===== src/sv/cnms_pkg.sv =====
// ----------------------------------------------------------------------------
// cnms_pkg
// Shared types, constants and calendar helpers for the cron next-match search.
// ----------------------------------------------------------------------------
package cnms_pkg;

   localparam int unsigned SEARCH_LIMIT = 2108160;
   localparam int unsigned STEP_W       = 22;

   localparam logic [24:0] SECS_PER_YEAR      = 25'd31536000;
   localparam logic [24:0] SECS_PER_LEAP_YEAR = 25'd31622400;
   localparam logic [16:0] SECS_PER_DAY       = 17'd86400;
   localparam logic [11:0] SECS_PER_HOUR      = 12'd3600;
   localparam logic [5:0]  SECS_PER_MINUTE    = 6'd60;

   localparam logic [2:0] CSR_MINUTE  = 3'd0;
   localparam logic [2:0] CSR_HOUR    = 3'd1;
   localparam logic [2:0] CSR_DAY     = 3'd2;
   localparam logic [2:0] CSR_MONTH   = 3'd3;
   localparam logic [2:0] CSR_WEEKDAY = 3'd4;

   typedef enum logic [3:0] {
      OP_NONE,
      OP_LOAD,
      OP_YEAR,
      OP_MONTH,
      OP_DAY,
      OP_HOUR,
      OP_MINUTE,
      OP_BUMP,
      OP_SEARCH,
      OP_EMIT
   } op_type;

   typedef struct packed {
      op_type op;
   } cmd_type;

   typedef struct packed {
      logic year_done;
      logic month_done;
      logic day_done;
      logic hour_done;
      logic minute_done;
      logic hit;
      logic at_limit;
   } status_type;

   // Days in a month, month given 1..12.
   function automatic logic [4:0] month_len(input logic [3:0] month, input logic leap);
      logic [4:0] len;
      begin
         case (month)
            4'd2:                      len = leap ? 5'd29 : 5'd28;
            4'd4, 4'd6, 4'd9, 4'd11:   len = 5'd30;
            default:                   len = 5'd31;
         endcase
         return len;
      end
   endfunction

   // Weekday plus a small step, wrapped to 0..6.
   function automatic logic [2:0] weekday_add(input logic [2:0] wd, input logic [1:0] inc);
      logic [3:0] sum;
      begin
         sum = {1'b0, wd} + {2'b00, inc};
         return (sum >= 4'd7) ? 3'(sum - 4'd7) : sum[2:0];
      end
   endfunction

endpackage


===== src/sv/cnms_ctrl.sv =====
// ----------------------------------------------------------------------------
// cnms_ctrl
// Sequencer: conversion phases, search loop and result handshake.
// ----------------------------------------------------------------------------
module cnms_ctrl import cnms_pkg::*; (
   input  logic       clock,
   input  logic       reset,
   input  logic       req_tvalid,
   output logic       req_tready,
   output logic       rsp_tvalid,
   input  logic       rsp_tready,
   output cmd_type    cmd,
   input  status_type status
);

   typedef enum logic [3:0] {
      S_IDLE, S_YEAR, S_MONTH, S_DAY, S_HOUR, S_MINUTE, S_BUMP, S_SEARCH, S_EMIT
   } state_type;

   state_type              state_ff, state_in;
   logic                   valid_ff, valid_in;
   logic                   out_free;

   assign out_free   = !valid_ff || rsp_tready;
   assign req_tready = (state_ff == S_IDLE);
   assign rsp_tvalid = valid_ff;

   always_comb begin
      state_in = state_ff;
      valid_in = valid_ff && !rsp_tready;
      cmd.op   = OP_NONE;
      unique case (state_ff)
         S_IDLE: begin
            if (req_tvalid) begin
               cmd.op   = OP_LOAD;
               state_in = S_YEAR;
            end
         end
         S_YEAR: begin
            cmd.op = OP_YEAR;
            if (status.year_done) state_in = S_MONTH;
         end
         S_MONTH: begin
            cmd.op = OP_MONTH;
            if (status.month_done) state_in = S_DAY;
         end
         S_DAY: begin
            cmd.op = OP_DAY;
            if (status.day_done) state_in = S_HOUR;
         end
         S_HOUR: begin
            cmd.op = OP_HOUR;
            if (status.hour_done) state_in = S_MINUTE;
         end
         S_MINUTE: begin
            cmd.op = OP_MINUTE;
            if (status.minute_done) state_in = S_BUMP;
         end
         S_BUMP: begin
            cmd.op = OP_BUMP;     state_in = S_SEARCH;
         end
         S_SEARCH: begin
            cmd.op = OP_SEARCH;
            if (status.hit || status.at_limit) state_in = S_EMIT;
         end
         S_EMIT: begin
            if (out_free) begin
               cmd.op   = OP_EMIT;
               valid_in = 1'b1;
               state_in = S_IDLE;
            end
         end
         default: state_in = S_IDLE;
      endcase
   end

   always_ff @(posedge clock) begin
      if (reset) begin
         state_ff <= S_IDLE;
         valid_ff <= 1'b0;
      end else begin
         state_ff <= state_in;
         valid_ff <= valid_in;
      end
   end

endmodule


===== src/sv/cnms_dp.sv =====
// ----------------------------------------------------------------------------
// cnms_dp
// Datapath: mask registers, calendar walk, calendar fields and minute stepper.
// ----------------------------------------------------------------------------
module cnms_dp import cnms_pkg::*; (
   input  logic        clock,
   input  logic        reset,
   input  logic        csr_we,
   input  logic [2:0]  csr_index,
   input  logic [59:0] csr_wdata,
   input  logic [34:0] start_seconds,
   input  cmd_type     cmd,
   output status_type  status,
   output logic [35:0] next_seconds,
   output logic        found
);

   logic [59:0] minute_mask_ff;
   logic [23:0] hour_mask_ff;
   logic [30:0] day_mask_ff;
   logic [11:0] month_mask_ff;
   logic [6:0]  weekday_mask_ff;

   logic [34:0]       rest_ff;
   logic [36:0]       cand_ff;
   logic [5:0]        minute_ff;
   logic [4:0]        hour_ff;
   logic [4:0]        day_ff;
   logic [3:0]        month_ff;
   logic [12:0]       year_ff;
   logic [2:0]        weekday_ff;
   logic [1:0]        y4_ff;
   logic [6:0]        y100_ff;
   logic [8:0]        y400_ff;
   logic [STEP_W-1:0] steps_ff;
   logic [35:0]       next_ff;
   logic              found_ff;

   logic        leap;
   logic [24:0] ylen_secs;
   logic [4:0]  mlen;
   logic [21:0] mlen_secs;
   logic        hit;
   logic        step_en;

   assign leap      = ((y4_ff == 2'd0) && (y100_ff != 7'd0)) || (y400_ff == 9'd0);
   assign ylen_secs = leap ? SECS_PER_LEAP_YEAR : SECS_PER_YEAR;
   assign mlen      = month_len(month_ff, leap);

   always_comb begin
      case (mlen)
         5'd28:   mlen_secs = 22'd2419200;
         5'd29:   mlen_secs = 22'd2505600;
         5'd30:   mlen_secs = 22'd2592000;
         default: mlen_secs = 22'd2678400;
      endcase
   end

   assign hit = minute_mask_ff[minute_ff] && hour_mask_ff[hour_ff]
             && day_mask_ff[day_ff - 5'd1] && month_mask_ff[month_ff - 4'd1]
             && weekday_mask_ff[weekday_ff];

   assign status.year_done   = (rest_ff < {10'd0, ylen_secs});
   assign status.month_done  = (rest_ff < {13'd0, mlen_secs});
   assign status.day_done    = (rest_ff < {18'd0, SECS_PER_DAY});
   assign status.hour_done   = (rest_ff < {23'd0, SECS_PER_HOUR});
   assign status.minute_done = (rest_ff < {29'd0, SECS_PER_MINUTE});
   assign status.hit         = hit;
   assign status.at_limit    = (steps_ff == STEP_W'(SEARCH_LIMIT));

   // One-minute advance: the first bump after conversion, then each failed test
   assign step_en = (cmd.op == OP_BUMP)
                 || ((cmd.op == OP_SEARCH) && !hit && !status.at_limit);

   assign next_seconds = next_ff;
   assign found        = found_ff;

   // Mask registers
   always_ff @(posedge clock) begin
      if (reset) begin
         minute_mask_ff  <= '1;
         hour_mask_ff    <= '1;
         day_mask_ff     <= '1;
         month_mask_ff   <= '1;
         weekday_mask_ff <= '1;
      end else if (csr_we) begin
         unique case (csr_index)
            CSR_MINUTE:  minute_mask_ff  <= csr_wdata;
            CSR_HOUR:    hour_mask_ff    <= csr_wdata[23:0];
            CSR_DAY:     day_mask_ff     <= csr_wdata[30:0];
            CSR_MONTH:   month_mask_ff   <= csr_wdata[11:0];
            CSR_WEEKDAY: weekday_mask_ff <= csr_wdata[6:0];
            default: ;
         endcase
      end
   end

   // Calendar and search datapath
   always_ff @(posedge clock) begin
      if (reset) begin
         rest_ff    <= '0;
         cand_ff    <= '0;
         minute_ff  <= '0;
         hour_ff    <= '0;
         day_ff     <= 5'd1;
         month_ff   <= 4'd1;
         year_ff    <= 13'd1970;
         weekday_ff <= 3'd4;
         y4_ff      <= 2'd2;
         y100_ff    <= 7'd70;
         y400_ff    <= 9'd370;
         steps_ff   <= '0;
         next_ff    <= '0;
         found_ff   <= 1'b0;
      end else begin
         case (cmd.op)
            OP_LOAD: begin
               rest_ff    <= start_seconds;
               cand_ff    <= {2'd0, start_seconds};
               minute_ff  <= '0;
               hour_ff    <= '0;
               day_ff     <= 5'd1;
               month_ff   <= 4'd1;
               year_ff    <= 13'd1970;
               weekday_ff <= 3'd4;
               y4_ff      <= 2'd2;
               y100_ff    <= 7'd70;
               y400_ff    <= 9'd370;
            end
            OP_YEAR: begin
               if (!status.year_done) begin
                  rest_ff    <= rest_ff - {10'd0, ylen_secs};
                  year_ff    <= year_ff + 13'd1;
                  y4_ff      <= y4_ff + 2'd1;
                  y100_ff    <= (y100_ff == 7'd99)  ? 7'd0 : y100_ff + 7'd1;
                  y400_ff    <= (y400_ff == 9'd399) ? 9'd0 : y400_ff + 9'd1;
                  weekday_ff <= weekday_add(weekday_ff, leap ? 2'd2 : 2'd1);
               end
            end
            OP_MONTH: begin
               if (!status.month_done) begin
                  rest_ff    <= rest_ff - {13'd0, mlen_secs};
                  month_ff   <= month_ff + 4'd1;
                  // Month length minus 28 is its low two bits
                  weekday_ff <= weekday_add(weekday_ff, mlen[1:0]);
               end
            end
            OP_DAY: begin
               if (!status.day_done) begin
                  rest_ff    <= rest_ff - {18'd0, SECS_PER_DAY};
                  day_ff     <= day_ff + 5'd1;
                  weekday_ff <= weekday_add(weekday_ff, 2'd1);
               end
            end
            OP_HOUR: begin
               if (!status.hour_done) begin
                  rest_ff <= rest_ff - {23'd0, SECS_PER_HOUR};
                  hour_ff <= hour_ff + 5'd1;
               end
            end
            OP_MINUTE: begin
               if (!status.minute_done) begin
                  rest_ff   <= rest_ff - {29'd0, SECS_PER_MINUTE};
                  minute_ff <= minute_ff + 6'd1;
               end
            end
            OP_BUMP: begin
               // Drop the leftover seconds and move one minute on
               cand_ff  <= cand_ff - {31'd0, rest_ff[5:0]} + 37'd60;
               steps_ff <= '0;
            end
            OP_SEARCH: begin
               if (step_en) begin
                  steps_ff <= steps_ff + 1'b1;
                  cand_ff  <= cand_ff + 37'd60;
               end
            end
            OP_EMIT: begin
               next_ff  <= cand_ff[35:0];
               found_ff <= hit && !status.at_limit;
            end
            default: ;
         endcase

         if (step_en) begin
            if (minute_ff != 6'd59) begin
               minute_ff <= minute_ff + 6'd1;
            end else begin
               minute_ff <= '0;
               if (hour_ff != 5'd23) begin
                  hour_ff <= hour_ff + 5'd1;
               end else begin
                  hour_ff    <= '0;
                  weekday_ff <= (weekday_ff == 3'd6) ? 3'd0 : weekday_ff + 3'd1;
                  if (day_ff != mlen) begin
                     day_ff <= day_ff + 5'd1;
                  end else begin
                     day_ff <= 5'd1;
                     if (month_ff != 4'd12) begin
                        month_ff <= month_ff + 4'd1;
                     end else begin
                        month_ff <= 4'd1;
                        year_ff  <= year_ff + 13'd1;
                        y4_ff    <= y4_ff + 2'd1;
                        y100_ff  <= (y100_ff == 7'd99)  ? 7'd0 : y100_ff + 7'd1;
                        y400_ff  <= (y400_ff == 9'd399) ? 9'd0 : y400_ff + 9'd1;
                     end
                  end
               end
            end
         end
      end
   end

endmodule


===== src/sv/cron_next_match_search.sv =====
// ----------------------------------------------------------------------------
// cron_next_match_search
// Finds the next minute allowed by five cron-style masks after a start time.
// ----------------------------------------------------------------------------
// One item at a time. An accepted start time is turned into calendar fields by
// walking its seconds down from 1970: one year per cycle, then one month, one
// day, one hour and one minute per cycle, each walk ending when the remainder
// is too small. The leftover seconds are then dropped and the time moved one
// minute on, and the search tests one minute per cycle for up to 2108160
// minutes. The block is ready again as the result goes valid; a result still
// waiting on rsp_tready holds the next one back.
// Minute, hour, day, month and weekday must all match (day and weekday are
// ANDed). When the horizon runs out the result is the minute after the last
// one tested, with found low. The user must write masks through the csr port
// only while the block is idle; the block itself does not enforce this. A
// write to an unused index is dropped.
module cron_next_match_search import cnms_pkg::*; (
   input  logic        clock,
   input  logic        reset,
   input  logic        req_tvalid,
   output logic        req_tready,
   input  logic [39:0] req_tdata,   // [34:0] start_seconds
   output logic        rsp_tvalid,
   input  logic        rsp_tready,
   output logic [39:0] rsp_tdata,   // [35:0] next_seconds
   output logic        rsp_tuser,   // [0] found
   input  logic        csr_we,
   input  logic [2:0]  csr_index,
   input  logic [59:0] csr_wdata
);

   cmd_type     cmd;
   status_type  status;
   logic [35:0] next_seconds;

   cnms_ctrl u_ctrl (
      .clock      (clock),
      .reset      (reset),
      .req_tvalid (req_tvalid),
      .req_tready (req_tready),
      .rsp_tvalid (rsp_tvalid),
      .rsp_tready (rsp_tready),
      .cmd        (cmd),
      .status     (status)
   );

   cnms_dp u_dp (
      .clock         (clock),
      .reset         (reset),
      .csr_we        (csr_we),
      .csr_index     (csr_index),
      .csr_wdata     (csr_wdata),
      .start_seconds (req_tdata[34:0]),
      .cmd           (cmd),
      .status        (status),
      .next_seconds  (next_seconds),
      .found         (rsp_tuser)
   );

   // Pad the result to whole bytes
   assign rsp_tdata = {4'd0, next_seconds};

endmodule


===== config.mk =====
export PLATFORM = sky130hd
export DESIGN_NAME = cron_next_match_search
export DESIGN_NICKNAME = d
export VERILOG_FILES = /design/src/sv/cnms_pkg.sv /design/src/sv/cnms_ctrl.sv /design/src/sv/cnms_dp.sv /design/src/sv/cron_next_match_search.sv
export SDC_FILE = /design/constraint.sdc
export NUM_CORES = 1
export LEC_CHECK = 0
export BUFFER_PORTS_ARGS = -buffer_cell sky130_fd_sc_hd__buf_2
export CORE_UTILIZATION = 30
export DETAILED_ROUTE_END_ITERATION = 16
export SYNTH_ARGS = -nofsm -noshare
export SYNTH_HDL_FRONTEND = slang
export SYNTH_HIERARCHICAL = 1
export SYNTH_SLANG_ARGS = --single-unit
export TNS_END_PERCENT = 5

===== constraint.sdc =====
create_clock -name clock -period 6 [get_ports clock]
set_clock_uncertainty 0.05 [all_clocks]
set_input_delay 0.9 -clock clock [delete_from_list [all_inputs] [get_ports clock]]
set_output_delay 0.9 -clock clock [all_outputs]
set_load 0.02 [all_outputs]

==> results of run 1 <==
-- worst max-delay path, stage by stage (launching register included) --
cell and delay [ns]:
dfxtp_1 0.63, inv_1 0.13, ha_1 0.25, o211a_1 0.23, a311o_1 0.28, inv_1 0.20
ha_1 0.20, inv_1 0.10, fa_1 0.48, a21o_1 0.17, a21oi_1 0.35, o221ai_1 0.25
o21ai_1 0.40, a21oi_1 0.17, o31ai_1 0.45, or2_0 0.16, buf_4 0.34, nor2_1 0.16
mux2i_1 0.22, a21oi_1 0.07
-- cells by family after synthesis --
group	synth area share, %
multiplexers	6.10
AND/OR/NAND/NOR	25.3
AO/OA/AOI/OAI	21.3
XOR/XNOR	5.02
adder cells (fa/ha/maj)	7.48
buffers and inverters	5.86
flip-flops	28.9
other	0.0175
-- worst min path at each step --
stage | from | end | slack (ns) | depth (start not counted)
6_report | u_dp/next_seconds[21] | u_dp/next_seconds[21] | 0.40 | 2
5_1_grt | u_dp/next_seconds[1] | u_dp/next_seconds[1] | 0.42 | 2
4_1_cts | u_dp/next_seconds[4] | u_dp/next_seconds[4] | 0.40 | 2
3_5_place_dp | u_dp/next_seconds[4] | u_dp/next_seconds[4] | 0.39 | 2
3_3_place_gp | u_dp/found | u_dp/found | 0.39 | 2
2_1_floorplan | u_dp/rest_ff[1] | u_dp/rest_ff[1] | 0.38 | 2
-- sequential cells by signal, summed over array words and instances, names as in the netlist --
name                  flops
u_dp/hour_ff              5
u_dp/found                1
u_dp/weekday_mask_ff      7
u_dp/month_mask_ff       12
u_dp/y100_ff              7
u_dp/steps_ff            22
u_dp/next_seconds        36
u_dp/month_ff             4
u_dp/day_ff               5
u_dp/minute_mask_ff      60
u_dp/minute_ff            6
u_ctrl/rsp_tvalid         1
u_dp/y400_ff              9
u_dp/weekday_ff           3
u_dp/cand_ff             36
u_dp/y4_ff                2
u_dp/day_mask_ff         31
u_dp/rest_ff             35
u_ctrl/state_ff           4
u_dp/hour_mask_ff        24
-- metrics by stage --
stage	power, mW	instance area [µm²]
floorplan	7.93	21500
global placement	9.64	23000
detailed placement	9.68	23000
CTS	12.2	24300
global route	13.2	24300
finish	12.3	24300
-- metal layers --
layer | up-vias | global-route usage [%]
met2 | 714 | 29.4
met5 | - | 0
met1 | 9757 | 25.1
met4 | 4 | 7.21
li1 | 10100 | -
met3 | 147 | 2.96
-- power by group --
part,switching (mW),leakage (nW),internal [mW]
combinational,4.23,6.59,2.69
sequential,0.554,2.53,2.32
clock,1.01,0.658,1.47
-- placed cells by master (no fill, tap or decap), types with 26 or more instances in the layout --
cell type | netlist | layout
mux4_2 | 28 | 28
a211oi_1 | 49 | 49
a221oi_1 | 33 | 32
nand3_1 | 177 | 177
nor2_1 | 220 | 216
nand2_1 | 504 | 503
buf_2 | 25 | 140
xnor2_1 | 82 | 82
ha_1 | 122 | 122
mux2i_1 | 58 | 58
or3_1 | 27 | 27
inv_1 | 114 | 114
buf_4 | 10 | 51
and3_1 | 26 | 26
clkbuf_16 | 0 | 37
nand2b_1 | 27 | 27
nor3_1 | 63 | 60
a21oi_1 | 179 | 179
nand4_1 | 28 | 28
xor2_1 | 38 | 38
o21ai_0 | 114 | 113
a21o_1 | 30 | 30
dfxtp_1 | 310 | 310
-- layout make-up --
class / count / area, µm² / area share [%]
multi-input cells: 2191 / 14100 / 57.8
flip-flops and latches: 310 / 6210 / 25.5
well taps: 940 / 1180 / 4.84
repair buffers: 191 / 1080 / 4.46
clock buffers: 47 / 1040 / 4.29
inverters: 116 / 438 / 1.80
clock inverters: 18 / 303 / 1.25
-- what timing repair did --
item                                    4_1_cts  5_1_grt
endpoints found under the setup margin        0        4
hold buffers                                  0        0
resized for setup                             0        1
==> results.ini, run 1 <==
[floorplanning]
die_h_um=270
rows=97
num_io_pins=151
start_util_pct=30.5
die_width_um=270
core_area_mm2=0.0704
dieArea_mm2=0.0726

[cells_and_area]
insertedDiodeCount=0
final-instance-count-excl-fill=3813
drive_gt1_share_pct=12.4
nets=3081
area_growth_pct=13.2
fillers=7581
final_core_util_pct=34.5

[routing]
route.met2.wl_mm=30.9
ant_nets=0
dr_wl_met3_mm=4.80
wl_mm=69.1
top_layer=met5
post_drt_wl_per_cell_um=18.1
viasPerCell=5.44
route.vias.total=20700
drc=0
firstDrtPassIters=6
wl_met1_mm=30.9
drtIter0Drc=1861

[synthesis]
synth-edff-count=0
async_flop_share_pct=0
syn-cell-area_mm2=0.0215
synth_top_area_cell=dfxtp_1
yosysWarnings=6
synth.most_common_cell=nand2_1
synthDistinctLibCells=110
ys.flop_type=dfxtp_1
synth_area_leaders=dfxtp_1 29%, nand2_1 8.8%, ha_1 7.1%
synth_seq_cells=310
yosysSeqAreaShare_pct=28.9
avgSynthCellArea_um2=7.67
netlist.area_leader.share_pct=28.9
synth_common_cells=504 x nand2_1, 310 x dfxtp_1, 220 x nor2_1
syn-instance-count=2799

[clock_tree]
cts_root_buffer=clkbuf_16
clk_latency_ns=0.59
clk_pin_slew_ns=0.07
numCtsBuffers=37
cts_tree=built
ctsHtreeMaxLevel=2
clk_path_buf_depth=3
cts_setup_buffers=0
clock-sinks=310

[flow_run]
maxCapViolations=0

[timing]
hold_slack_ns=0.400
fmax_ghz=0.182
drv_slew=0
rsz0062_at_grt=no
hold_violations=0
worst_pin_slew_ns=1.16
slew_headroom_pct=22.7
fin_crit_ns=5.51
finalSetupViolCount=0
period_share_pct=91.8
final.setup.tns_ns=0
timing.final.ws_setup_ns=0.495

[pwr]
ir_worst_vdd_v=0.000315
power_density_mw_per_mm2=505
p_leak_nw=9.78

[placed_design]
place_congestion=0.908
io_buffer_count=141
hpwlAfterDp_mm=49.0
place_inst=3748
place_ws_ns=0.449

[setup_path]
path_class=reg2reg
timing.rr.start=u_dp/month_ff[0]
r2r_cells=19
r2r-end=u_dp/rest_ff[2]
cp_data_arrival_time_ns=5.86
cp-endpoint=u_dp/rest_ff[2]
crit_path_start=u_dp/month_ff[0]
startpoint_type=flop
rrSetupSlack_ns=0.49
worstPathRequired_ns=6.36
endpoint_kind=flop
worst-path-max-fanout=28

[global_routing]
globalRouteTotalUtil_pct=18.5
antenna_found_initial=3
grt_max_degree=95
grt_pass1_vias=19600
grt_pass1_wl_mm=110
grt_overflow=0

[outcome]
status=completed

[worst_hold_path]
hold_path.class=reg2reg

Note: power is estimated with default switching activity, not from simulation.
==> run 2: changes to the inputs <==
--- a/config.mk
+++ b/config.mk
@@ -6,6 +6,7 @@
 export NUM_CORES = 1
 export LEC_CHECK = 0
 export BUFFER_PORTS_ARGS = -buffer_cell sky130_fd_sc_hd__buf_2
+export CORE_MARGIN = 2
 export CORE_UTILIZATION = 30
 export DETAILED_ROUTE_END_ITERATION = 16
 export SYNTH_ARGS = -nofsm -noshare
==> run 2 against run 1 <==
Global-route usage decreased by 0.21 points. Core utilization decreased by 0.36 points. Worst setup slack better by 0.18 ns. Via count rose by 0.13%. Fmax rose by 3.3%. Highest routed layer unchanged.
==> results.ini, run 2 (synthesized netlist as in run 1, its figures left out) <==
[setup_path]
worstPathRequired_ns=6.35  ; about the same
endpoint_kind=flop
timing.rr.start=u_dp/month_ff[0]
r2r_cells=20  ; +1
cp_cell_sequence=inv_1 -> ha_1 -> o211a_1 -> a311o_1 -> inv_1 -> ha_1 -> inv_1 -> fa_1 -> a21o_1 -> a21oi_1 -> o221ai_1 -> o21ai_0 -> buf_4 -> a21oi_1 -> o31ai_1 -> or2_0 -> buf_4 -> nor2_1 -> mux2i_1 -> a21oi_1
cpPeakStageDelay_ns=0.64  ; about the same
startpoint_type=flop
rrSetupSlack_ns=0.67  ; +0.18 ns
crit_path_start=u_dp/month_ff[0]
critPathSlowestCell=dfxtp_1
path_class=reg2reg
cp_data_arrival_time_ns=5.68  ; -0.18 ns
worst-path-max-fanout=28  ; unchanged

[worst_hold_path]
min_from=u_dp/next_seconds[2]
hold_path.class=reg2reg
min_path_cells=2  ; unchanged

[timing]
final.setup.tns_ns=0  ; unchanged
period_share_pct=88.8  ; -2.9 points
hold_violations=0  ; unchanged
worst_pin_slew_ns=1.17  ; +0.0103 ns
fin_crit_ns=5.33  ; -0.176 ns
fmax_ghz=0.188  ; +3.3%
drv_slew=0  ; unchanged
rsz0062_at_grt=no
finalSetupViolCount=0  ; unchanged
slew_headroom_pct=22.0  ; -0.69 points

[routing]
viasPerCell=5.43  ; -0.21%
route.vias.total=20800  ; +0.13%
post_drt_wl_per_cell_um=18.1  ; -0.41%
drc=0  ; unchanged
firstDrtPassIters=8  ; +2
ant_nets=0  ; unchanged
drtIter0Drc=1707  ; -8.3%
dr_wl_met3_mm=4.74  ; -1.3%
wl_mm=69.1  ; about the same
route.met2.wl_mm=31.2  ; +0.88%
top_layer=met5
wl_met1_mm=30.6  ; -1.0%

[clock_tree]
ctsHtreeMaxLevel=2  ; unchanged
clk_path_buf_depth=3  ; unchanged
cts_setup_buffers=0  ; unchanged
cts-hold-fix-buffers=0  ; unchanged
clock-sinks=310  ; unchanged
clk_pin_slew_ns=0.06  ; about the same
cts_root_buffer=clkbuf_16
cts_tree=built
postCtsResizedCells=0  ; unchanged
clk_latency_ns=0.56  ; -0.03 ns
numCtsBuffers=37  ; unchanged

[global_routing]
globalRouteTotalUtil_pct=18.3  ; -0.21 points
grt_max_degree=84  ; -12%
grt_overflow=0  ; unchanged
antenna_found_initial=3  ; unchanged
grt_pass1_vias=19500  ; -0.25%
grt_pass1_wl_mm=110  ; +0.18%

[pwr]
ir_worst_vdd_v=0.000309  ; -2.1%
power_density_mw_per_mm2=504  ; -0.27%
p_leak_nw=9.76  ; -0.26%

[floorplanning]
die_width_um=272  ; +0.74%
die_h_um=272  ; +0.74%
start_util_pct=30.2  ; -0.31 points
rows=98  ; +1.0%
num_io_pins=151  ; unchanged
dieArea_mm2=0.0737  ; +1.5%
core_area_mm2=0.0711  ; +1.0%

[cells_and_area]
fillers=7666  ; +1.1%
mostFrequentLayoutCells=503 x nand2_1, 310 x dfxtp_1, 215 x nor2_1, 179 x a21oi_1, 177 x nand3_1
mostFrequentLayoutCell=nand2_1
largest_register=u_dp/minute_mask_ff
area_growth_pct=13.2  ; about the same
nets=3085  ; +0.13%
multi_input_area_mm2=0.0141  ; about the same
register_area_mm2=0.00621  ; unchanged
largest_reg_flops=60  ; unchanged
insertedDiodeCount=0  ; unchanged
drive_gt1_share_pct=12.3  ; -0.082 points
final_core_util_pct=34.2  ; -0.36 points

[outcome]
status=completed

[placed_design]
place_congestion=0.913  ; +0.57%
io_buffer_count=141  ; unchanged
hpwlAfterDp_mm=49.3  ; +0.55%

[flow_run]
maxCapViolations=0  ; unchanged

run 2: cell types whose count changed in the layout (fill, tap and decap cells not counted), moves of 2 or more:
cell / before / now
clkbuf_1: 2 / 8
clkbuf_8: 8 / 6
clkinv_2: 7 / 2
nor3_4: 0 / 2
clkinv_8: 0 / 2
nor3_2: 3 / 1
buf_4: 51 / 55
nor2_2: 6 / 8
clkinv_16: 3 / 0
run 2: critical path, delay by kind of cell (launching register included):
kind	cells	cell delay, ns
compound gates	9	2.08
flops	1	0.64
buf+inv	5	0.96
fa+ha+maj	3	0.94
mux	1	0.17
simple gates	2	0.32
run 2: path summary, 6_finish.rpt:
kind                           to
max               u_dp/rest_ff[2]
min          u_dp/next_seconds[2]
max reg2reg       u_dp/rest_ff[2]
min reg2reg  u_dp/next_seconds[2]
run 2: through the flow:
stage,setup WS (ns),instances,cell area (µm²),hold slack [ns],power [mW]
3_3_place_gp,0.800,3762,23000,0.389,9.66
3_5_place_dp,0.717,3762,23000,0.394,9.70
2_1_floorplan,1.30,2802,21500,0.382,7.93
6_report,0.671,3826,24300,0.398,12.2
5_1_grt,0.252,3826,24300,0.421,13.1
4_1_cts,0.708,3826,24300,0.403,12.2
run 2: report_power, final:
part	internal, mW	switching (mW)	total [mW]	leakage [nW]
combinational	2.71	4.24	6.95	6.61
clock	1.47	0.951	2.42	0.620
sequential	2.32	0.549	2.87	2.53
total	6.50	5.74	12.2	9.76
run 2: final cells by class:
type	instances	area share, %
multi-input cells	2191	57.9
flip-flops and latches	310	25.5
well taps	950	4.89
repair buffers	195	4.58
clock buffers	51	4.27
inverters	116	1.80
clock inverters	13	1.01
run 2: per-layer routing:
layer	global-route usage, %	vias to the layer above
met5	0	-
met4	7.16	6
met3	2.97	140
met2	29.4	699
met1	24.6	9801
li1	-	10100
==> run 3: changes to the inputs <==
--- a/config.mk
+++ b/config.mk
@@ -5,6 +5,7 @@
 export SDC_FILE = /design/constraint.sdc
 export NUM_CORES = 1
 export LEC_CHECK = 0
+export ABC_AREA = 1
 export BUFFER_PORTS_ARGS = -buffer_cell sky130_fd_sc_hd__buf_2
 export CORE_MARGIN = 2
 export CORE_UTILIZATION = 30
==> run 3 against run 2 <==
Hold slack better by 0.0024 ns. Critical path type unchanged. Worst setup slack improved by 0.22 ns. Synthesized area rose by 14%. Sequential cell count stayed put. Synthesized cell count rose by 45%. Core utilization decreased by 0.53 points. Routed wire length up 27%.
==> results.ini, run 3 <==
[timing]
fin_crit_ns=5.11  ; -0.216 ns
finalSetupViolCount=0  ; unchanged
worst_pin_slew_ns=1.00  ; -0.171 ns
final.setup.tns_ns=0  ; unchanged
fmax_ghz=0.196  ; +4.2%
drv_slew=0  ; unchanged
period_share_pct=85.2  ; -3.6 points
hold_violations=0  ; unchanged
slew_headroom_pct=33.3  ; +11 points
rsz0062_at_grt=no

[global_routing]
antenna_found_initial=7  ; +4
grt_pass1_vias=24600  ; +26%
grt_max_degree=109  ; +30%
grt_overflow=0  ; unchanged
globalRouteTotalUtil_pct=20.6  ; +2.2 points
grt_pass1_wl_mm=138  ; +25%

[cells_and_area]
final_core_util_pct=33.6  ; -0.53 points
drive_gt1_share_pct=8.15  ; -4.2 points
fillers=8977  ; +17%
mostFrequentLayoutCells=1090 x nand2_1, 472 x nand3_1, 426 x nor2_1, 405 x inv_1, 319 x o21ai_0
stdcell_area_mm2=0.0271  ; +12%
largest_register=u_dp/minute_mask_ff
mostFrequentLayoutCell=nand2_1
largest_reg_flops=60  ; unchanged
area_growth_pct=11.1
nets=4332  ; +40%

[clock_tree]
clk_path_buf_depth=3  ; unchanged
clock-sinks=310  ; unchanged
cts_setup_buffers=0  ; unchanged
postCtsResizedCells=0  ; unchanged
cts-hold-fix-buffers=0  ; unchanged
numCtsBuffers=38  ; +2.7%
cts_root_buffer=clkbuf_16
clk_latency_ns=0.59  ; +0.03 ns
cts_tree=built
clk_pin_slew_ns=0.06  ; about the same
ctsHtreeMaxLevel=2  ; unchanged

[outcome]
status=completed

[synthesis]
synth_area_leaders=dfxtp_1 25%, nand2_1 17%, nand3_1 9.7%
yosysSeqAreaShare_pct=25.4  ; -3.5 points
synthDistinctLibCells=62  ; -44%
yosys.area_share.simple_pct=39.5  ; +14 points
syn-instance-count=4052  ; +45%
avgSynthCellArea_um2=6.02  ; -22%
synth.most_common_cell=nand2_1
synth_seq_cells=310  ; unchanged
yosysWarnings=6  ; unchanged
ys.flop_type=dfxtp_1
syn-cell-area_mm2=0.0244  ; +14%
synth_top_family_by_area=simple AND/OR/NAND/NOR gates
synth.area.mux_share_pct=0  ; -6.1 points
synth_xor_xnor_area_share_pct=1.90  ; -3.1 points
synth_top_area_cell=dfxtp_1
synth_compound_area_share_pct=16.3  ; -5.0 points
async_flop_share_pct=0  ; unchanged
netlist.area_leader.share_pct=25.4  ; -3.5 points
synth_common_cells=1090 x nand2_1, 472 x nand3_1, 429 x nor2_1
synth-edff-count=0  ; unchanged
synth_fa_ha_area_share_pct=6.59  ; -0.90 points

[routing]
route.vias.total=26900  ; +29%
firstDrtPassIters=6  ; -2
post_drt_wl_per_cell_um=17.0  ; -6.0%
viasPerCell=5.18  ; -4.6%
ant_nets=0  ; unchanged
wl_mm=88.1  ; +27%
drtIter0Drc=2523  ; +48%
drc=0  ; unchanged

[pwr]
ir_worst_vdd_v=0.000274  ; -11%
power_density_mw_per_mm2=527  ; +4.6%
report.power.total_mw=14.3  ; +17%
p_leak_nw=12.8  ; +31%

[placed_design]
hpwlAfterDp_mm=65.4  ; +33%
io_buffer_count=141  ; unchanged
place_congestion=0.964  ; +5.6%
placed_area_mm2=0.0258  ; +12%

[floorplanning]
num_io_pins=151  ; unchanged
rows=104  ; +6.1%
die_h_um=289  ; +6.5%
start_util_pct=30.3  ; +0.090 points
core_area_mm2=0.0805  ; +13%
dieArea_mm2=0.0836  ; +13%
die_width_um=289  ; +6.5%

[setup_path]
worst-path-max-fanout=36  ; +29%
path_class=reg2reg
cp_data_arrival_time_ns=5.48  ; -0.20 ns
critPathSlowestCell=fa_1
crit_family=simple AND/OR/NAND/NOR gates
worstPathRequired_ns=6.37  ; +0.02 ns
cp_cell_sequence=inv_2 -> ha_1 -> nand3_1 -> inv_1 -> nand3_1 -> nand2_1 -> inv_1 -> ha_1 -> inv_1 -> fa_1 -> nand2_1 -> nand2_1 -> nand2_1 -> nand2_1 -> nand3b_1 -> nand2_1 -> a21oi_4 -> nand4_2 -> nand3_4 -> nor2_8 -> nand2_2 -> nand2_1 -> o21ai_1 -> nor2_1
cp_common_cell=nand2_1
endpoint_kind=flop
crit_buf_inv=4  ; -1
startpoint_type=flop
cpPeakStageDelay_ns=0.46  ; -0.18 ns

[flow_run]
maxCapViolations=0  ; unchanged

[worst_hold_path]
hold_path.class=reg2reg

-- run 3: cell count changes after synthesis, sizes merged, moves of 39 or more --
cell / previous run / this run
xnor2: 82 / 11
nor2: 224 / 455
clkbuf: 134 / 95
a211oi: 51 / 11
nand3: 178 / 475
o21ai: 120 / 344
inv: 116 / 435
nand4: 28 / 74
nand2: 507 / 1107
mux2i: 58 / 0
a21oi: 182 / 293
-- run 3: worst reg2reg max path: cells and delay by family, from the launching register on --
| kind | cells | cell delay (ns) |
|---|---|---|
| flops | 1 | 0.43 |
| buf+inv | 4 | 0.83 |
| simple gates | 15 | 2.23 |
| compound gates | 2 | 0.43 |
| fa+ha+maj | 3 | 0.99 |
-- run 3: stage by stage --
stage	setup slack, ns	hold WS (ns)	cells
3_3_place_gp	1.02	0.383	5118
4_1_cts	0.954	0.402	5184
2_1_floorplan	2.19	0.374	4055
3_5_place_dp	0.985	0.387	5118
6_report	0.887	0.400	5188
5_1_grt	0.450	0.421	5187
-- run 3: metal layers --
metal / global-route usage [%] / part of all wire [%]
met5: 0 / 0.043
met4: 5.67 / 2.4
met3: 3.39 / 7.8
met2: 33.7 / 45
met1: 27.8 / 45
-- run 3: final cells by class --
class                   instances  area [µm²]  share of cell area (%)
flip-flops and latches        310        6210                    22.9
clock inverters                 9         114                   0.420
multi-input cells            3138       15700                    58.0
well taps                    1060        1330                    4.90
inverters                     443        1670                    6.17
repair buffers                167         916                    3.38
diodes                          4        10.0                  0.0369
clock buffers                  57        1130                    4.18
-- run 3: worst paths after layout --
kind,slack [ns],endpoint,depth (start not counted),from
max,0.89,u_dp/rest_ff[5],24,u_dp/month_ff[0]
min,0.40,u_dp/minute_mask_ff[51],2,u_dp/minute_mask_ff[51]
max reg2reg,0.89,u_dp/rest_ff[5],24,u_dp/month_ff[0]
min reg2reg,0.40,u_dp/minute_mask_ff[51],2,u_dp/minute_mask_ff[51]
-- run 3: power breakdown --
part | switching, mW | total, mW | leakage, nW | internal, mW
clock network | 0.996 | 2.32 | 0.614 | 1.32
logic | 6.35 | 8.99 | 9.66 | 2.64
registers | 0.578 | 2.96 | 2.53 | 2.38
-- run 3: cell families after synthesis --
kind of cell,Yosys count
adders and majority gates,126
xor gates and xnor gates,53
and+or+nand+nor,2218
DFF,310
buffers and inverters,607
other,1
AOI/OAI and AO/OA,737
